[src/scq_pkg.sv]
// Package for the soft clip quantizer: widths, constants and the
// divider stage payload type. No dependencies.
package scq_pkg;

    // Input format and output full scale
    localparam int FRAC_BITS  = 16;
    localparam int IN_W       = 32;
    localparam int OUT_W      = 16;
    localparam int FULL_SCALE = 32767;

    // Magnitude of a 32-bit two's complement value, up to 2^31
    localparam int MAG_W = IN_W;
    // Denominator 1 + |x| in fixed point, and twice it
    localparam int DEN_W = MAG_W;
    localparam int D2_W  = DEN_W + 1;
    // Numerator 2*FULL_SCALE*m + D and the aligned divisor share one width
    localparam int NUM_W = 48;

    // Quotient never exceeds FULL_SCALE
    localparam int Q_W        = 15;
    localparam int BPS        = 3;
    localparam int DIV_STAGES = Q_W / BPS;

    // Payload carried through the divider stages
    typedef struct packed {
        logic [NUM_W-1:0] rem;
        logic [NUM_W-1:0] dvs;
        logic [Q_W-1:0]   quo;
        logic             neg;
        logic             last;
    } t_div_data;

endpackage

[src/scq_div_stage.sv]
// One pipeline stage of the restoring divider: retires BPS quotient bits.
// Depends on scq_pkg for widths and the stage payload type.
module scq_div_stage
    import scq_pkg::*;
(
    input  logic      i_clk,
    input  logic      i_rst_n,
    input  logic      i_en,
    input  logic      i_valid,
    input  t_div_data i_data,
    output logic      o_valid,
    output t_div_data o_data
);

    logic      r_valid;
    t_div_data r_data;
    t_div_data n_data;

    // Compare and subtract against the divisor at BPS alignments, high first
    always_comb begin
        logic [NUM_W-1:0] rem;
        logic [NUM_W-1:0] trial;
        logic [BPS-1:0]   bits;
        rem  = i_data.rem;
        bits = '0;
        for (int j = 0; j < BPS; j++) begin
            trial = i_data.dvs << (BPS - 1 - j);
            if (rem >= trial) begin
                rem              = rem - trial;
                bits[BPS-1-j]    = 1'b1;
            end
        end
        n_data      = i_data;
        n_data.rem  = rem;
        n_data.dvs  = i_data.dvs >> BPS;
        n_data.quo  = {i_data.quo[Q_W-BPS-1:0], bits};
    end

    // Valid bit resets; payload does not
    always_ff @(posedge i_clk) begin
        if (!i_rst_n) begin
            r_valid <= 1'b0;
        end else if (i_en) begin
            r_valid <= i_valid;
        end
    end

    always_ff @(posedge i_clk) begin
        if (i_en) begin
            r_data <= n_data;
        end
    end

    assign o_valid = r_valid;
    assign o_data  = r_data;

endmodule

[src/soft_clip_quantizer.sv]
// Pipeline: stage A, stage B, 5 divider stages and the output register, in that order.
// Throughput: one sample per cycle while the output is not stalled; the divider retires
// 3 quotient bits in each of its 5 stages, so the stage count sets the latency.
// Stalls: a low i_m_tready with a valid output freezes the whole pipeline.
// Reset (synchronous, active low) clears all valid bits; payload is not reset.
// Top level of the soft clip quantizer. Depends on scq_pkg and scq_div_stage.
module soft_clip_quantizer
    import scq_pkg::*;
(
    input  logic             i_clk,
    input  logic             i_rst_n,
    // Input stream
    input  logic             i_s_tvalid,
    output logic             o_s_tready,
    input  logic [IN_W-1:0]  i_s_tdata,   // [31:0] sample_in
    input  logic             i_s_tlast,   // last_in_block
    // Output stream
    output logic             o_m_tvalid,
    input  logic             i_m_tready,
    output logic [OUT_W-1:0] o_m_tdata,   // [15:0] sample_out
    output logic             o_m_tlast    // last_out
);

    logic en;

    // Stage A: magnitude and sign
    logic             r_a_valid;
    logic [MAG_W-1:0] r_a_mag;
    logic             r_a_neg;
    logic             r_a_last;

    // Stage B: numerator and aligned divisor
    logic             r_b_valid;
    t_div_data        r_b_data;
    logic [DEN_W-1:0] den;
    logic [D2_W-1:0]  den2;
    logic [NUM_W-1:0] num;

    // Divider chain
    logic      div_valid [DIV_STAGES+1];
    t_div_data div_data  [DIV_STAGES+1];

    // Output register
    logic             r_o_valid;
    logic [OUT_W-1:0] r_o_data;
    logic             r_o_last;

    // Whole pipeline advances when the output slot is free or being taken
    assign en         = !r_o_valid || i_m_tready;
    assign o_s_tready = en;

    // Stage A
    always_ff @(posedge i_clk) begin
        if (!i_rst_n) begin
            r_a_valid <= 1'b0;
        end else if (en) begin
            r_a_valid <= i_s_tvalid;
        end
    end

    always_ff @(posedge i_clk) begin
        if (en) begin
            r_a_neg  <= i_s_tdata[IN_W-1];
            r_a_mag  <= i_s_tdata[IN_W-1] ? (~i_s_tdata + 1'b1) : i_s_tdata;
            r_a_last <= i_s_tlast;
        end
    end

    // Stage B: D = 2^FRAC_BITS + m, N = 2*FULL_SCALE*m + D, divisor 2D
    assign den  = (DEN_W'(1) << FRAC_BITS) + r_a_mag;
    assign den2 = {den, 1'b0};
    assign num  = ({{(NUM_W-MAG_W){1'b0}}, r_a_mag} << (OUT_W))
                - ({{(NUM_W-MAG_W){1'b0}}, r_a_mag} << 1)
                + {{(NUM_W-DEN_W){1'b0}}, den};

    always_ff @(posedge i_clk) begin
        if (!i_rst_n) begin
            r_b_valid <= 1'b0;
        end else if (en) begin
            r_b_valid <= r_a_valid;
        end
    end

    always_ff @(posedge i_clk) begin
        if (en) begin
            r_b_data.rem  <= num;
            r_b_data.dvs  <= {{(NUM_W-D2_W){1'b0}}, den2} << (Q_W - BPS);
            r_b_data.quo  <= '0;
            r_b_data.neg  <= r_a_neg;
            r_b_data.last <= r_a_last;
        end
    end

    assign div_valid[0] = r_b_valid;
    assign div_data[0]  = r_b_data;

    // Divider stages
    for (genvar k = 0; k < DIV_STAGES; k++) begin : g_div
        scq_div_stage u_stage (
            .i_clk   (i_clk),
            .i_rst_n (i_rst_n),
            .i_en    (en),
            .i_valid (div_valid[k]),
            .i_data  (div_data[k]),
            .o_valid (div_valid[k+1]),
            .o_data  (div_data[k+1])
        );
    end

    // Output: apply the sign; magnitude stays at or below full scale
    always_ff @(posedge i_clk) begin
        if (!i_rst_n) begin
            r_o_valid <= 1'b0;
        end else if (en) begin
            r_o_valid <= div_valid[DIV_STAGES];
        end
    end

    always_ff @(posedge i_clk) begin
        if (en) begin
            r_o_data <= div_data[DIV_STAGES].neg
                      ? (~{1'b0, div_data[DIV_STAGES].quo} + 1'b1)
                      : {1'b0, div_data[DIV_STAGES].quo};
            r_o_last <= div_data[DIV_STAGES].last;
        end
    end

    assign o_m_tvalid = r_o_valid;
    assign o_m_tdata  = r_o_data;
    assign o_m_tlast  = r_o_last;

`ifndef SYNTH
    // Output register is empty right after reset
    a_reset_empty: assert property (@(posedge i_clk)
        !i_rst_n |=> !o_m_tvalid)
        else $error("output valid after reset");

    // A stalled result holds its value
    a_stall_hold: assert property (@(posedge i_clk) disable iff (!i_rst_n)
        o_m_tvalid && !i_m_tready |=> o_m_tvalid && $stable(o_m_tdata)
                                      && $stable(o_m_tlast))
        else $error("stalled result changed");

    // Soft clip can never reach -32768 (16'h8000), beyond negative full scale
    a_no_min: assert property (@(posedge i_clk) disable iff (!i_rst_n)
        o_m_tvalid |-> o_m_tdata != 16'h8000)
        else $error("magnitude exceeded full scale");

    // Input side is ready whenever the sink is ready
    a_ready_path: assert property (@(posedge i_clk) disable iff (!i_rst_n)
        i_m_tready |-> o_s_tready)
        else $error("input stalled while sink ready");
`endif

endmodule

[config.mk]
export PLATFORM = sky130hd
export DESIGN_NAME = soft_clip_quantizer
export DESIGN_NICKNAME = d
export VERILOG_FILES = /design/src/scq_pkg.sv /design/src/scq_div_stage.sv /design/src/soft_clip_quantizer.sv
export SDC_FILE = /design/constraint.sdc
export NUM_CORES = 2
export LEC_CHECK = 0
export CAP_MARGIN = 0
export CORE_MARGIN = 3
export CORE_UTILIZATION = 60
export DETAILED_ROUTE_END_ITERATION = 6
export DONT_BUFFER_PORTS = 1
export PLACE_DENSITY = 0.75
export SLEW_MARGIN = 5
export SYNTH_ARGS = -nofsm -noshare
export SYNTH_HDL_FRONTEND = slang
export SYNTH_SLANG_ARGS = --single-unit
[constraint.sdc]
create_clock -name i_clk -period 47.4 [get_ports i_clk]
set_clock_uncertainty 0.1 [all_clocks]
set_input_delay 4.74 -clock i_clk [delete_from_list [all_inputs] [get_ports i_clk]]
set_output_delay 4.74 -clock i_clk [all_outputs]
set_load 0.05 [all_outputs]
==> results.cfg <==
[placement]
place_hpwl_microns = 111600
place.gp.congestion = 0.9686
placed_cell_area_sq_um = 51590
numPortBuffers = 0

[logic_synthesis]
synthCells = 5735
async_flop_share_pct = 0
synthFlopType = edfxtp_1
yosys_warnings = 0
synth-seq-cells = 511
ys_seq_area_share_pct = 30.21
synth_cell_type_count = 107
syn_nets = 6358
netlist_area_sq_um = 50530
synth_edf_count = 503
syn_area_per_cell_sq_um = 8.811

[layout]
fillers = 6832
antenna_cells = 0
layout.nets = 6322
layout_commonest_cell = a21oi_1
layout_common_cells = a21oi_1 (579), ha_1 (556), edfxtp_1 (503)
finalInstanceArea_sq_um = 53510
syn2layout_area_growth_pct = 5.896
drive_gt1_share_pct = 6.024

[critical_path]
crit_cells = 44
crit_family = compound AO/OA/AOI/OAI gates
crit_path_end_kind = flop
r2r_cells = 44
setup.worst_path.class = reg -> reg
critPathMaxStageDelay_ns = 0.77
crit_required_ns = 47.69
startpoint_type = flop
critPathBufInv = 5
slowest_stage = nor4_4
arrival_ns = 13.46
crit_path_max_fanout = 50

[worst_hold_path]
hold_path_depth = 0
hold_path_class = reg -> reg

[detailed_routing]
wire_per_inst_microns = 20.10
dr.pass1.iters = 6
wirelength_microns = 136900
num_vias = 42610
drtIter0Drc = 2860
remaining_drc_errors = 0
viasPerCell = 6.253
ant_nets = 0

[sta]
hold_viol = 0
rsz0062_at_grt = no
min_period_ns = 13.17
relSlewSlack_pct = 19.55
worst_slew_pin_slew_ns = 1.196
fin_hold_ws_ns = 0.3140
finalSetupViolations = 0
tns_ns = 0
period_share_pct = 27.79
maxSlewViolCount = 0
fmax_mhz = 75.90

[floorplanning]
die_width_microns = 296.2
fp.coreArea_sq_um = 82770
ios = 56
start_util_pct = 61.05
die_y_microns = 296.2
dieArea_sq_um = 87730
rows = 105

[run_status]
outcome = finished clean

[flow_run]
cap_viol_max_count = 0

[cts]
root_buffer = clkbuf_16
cts_made_buffers = 55
cts_hold_buf = 0
post_cts_resized = 0
cts_tree = yes
cts.path.max_buffers = 3
cts_sinks = 511
insertion_delay_ns = 0.64
cts_setup_buffers = 0
ctsHtreeMaxLevel = 2
cts.reportedPaths.clkPinSlew_ns = 0.07

[global_routing]
antenna_found_initial = 0
grt_pass1_wl_microns = 216600
overflow = 0
grt_util_all_layers_pct = 30.81
grt_pass1_vias = 41310
grt_max_degree = 182
[through the flow]
step | worst slack [ns] | util [%] | instances
detailed placement | 34.40 | 62.34 | 6712
floorplan | 27.97 | - | 5735
CTS | 34.34 | 64.65 | 6814
finish | 34.23 | 64.65 | 6814
global placement | 34.49 | 62.34 | 6712
global route | 33.38 | 64.65 | 6814
[synthesized netlist by cell type (all sizes together) (38+ instances only)]
| cell type | count | area share (%) |
|---|---|---|
| clkbuf | 72 | 0.53 |
| o21bai | 65 | 0.97 |
| inv | 378 | 2.8 |
| o31ai | 50 | 0.76 |
| nand3 | 115 | 1.2 |
| o21a | 73 | 1.1 |
| buf | 49 | 0.54 |
| or3 | 38 | 0.47 |
| mux2 | 137 | 3.1 |
| nand4 | 93 | 1.2 |
| a31oi | 49 | 0.67 |
| a211oi | 41 | 0.64 |
| a21o | 252 | 3.7 |
| a21oi | 579 | 5.7 |
| and3 | 50 | 0.62 |
| xor2 | 148 | 2.6 |
| nand2 | 484 | 3.6 |
| xnor2 | 376 | 6.5 |
| ha | 556 | 14 |
| o21ai | 379 | 3.8 |
| nor2b | 80 | 0.99 |
| nor3 | 102 | 1.1 |
| or2 | 39 | 0.48 |
| nand2b | 93 | 1.2 |
| nor4 | 42 | 0.65 |
| edfxtp | 503 | 30 |
| nor2 | 477 | 3.6 |
[routing by layer]
layer  track usage (%)  part of all wire, %  up-vias
met3             3.273                  4.4      372
li1                  -                    -    21090
met1             35.41                   40    19980
met5                 0                    0        -
met2             54.57                   48     1159
met4             20.09                  7.6        0
[logic make-up (layout without fill, tap and decap cells)]
family | after synthesis | after routing | share of synthesized area, %
fa+ha+maj | 586 | 586 | 14.96
simple gates | 1722 | 1722 | 16.66
flops | 511 | 511 | 30.21
compound gates | 1736 | 1736 | 21.69
mux | 156 | 156 | 3.499
buf+inv | 500 | 509 | 3.890
xor+xnor | 524 | 524 | 9.098
[sequential cells by signal, summed over array words and instances (netlist names), 5 cells and up]
signal / count
g_div.u_stage.o_valid: 5
div_data: 81
g_div.u_stage.o_data: 371
o_m_tdata: 16
r_a_mag: 32
[layout make-up]
class / count / area [sq um] / share of cell area, %
sequential: 511 / 15260 / 28.53
multi-input combinational: 4724 / 33340 / 62.31
clock buffer: 66 / 1448 / 2.705
clock inverter: 36 / 465.4 / 0.8699
tap: 1070 / 1339 / 2.502
timing repair buffer: 28 / 222.7 / 0.4162
inverter: 379 / 1430 / 2.673
[final timing paths]
check / start / end / slack, ns
max: g_div[0].u_stage.o_data[65] / g_div[1].u_stage.o_data[76] / 34.23
min: div_data[565] / g_div[0].u_stage.o_data[0] / 0.31
max reg2reg: g_div[0].u_stage.o_data[65] / g_div[1].u_stage.o_data[76] / 34.23
min reg2reg: div_data[565] / g_div[0].u_stage.o_data[0] / 0.31
Power is not shown: default switching activity piles up to over one toggle a cycle in this logic, so the estimate is an artifact.
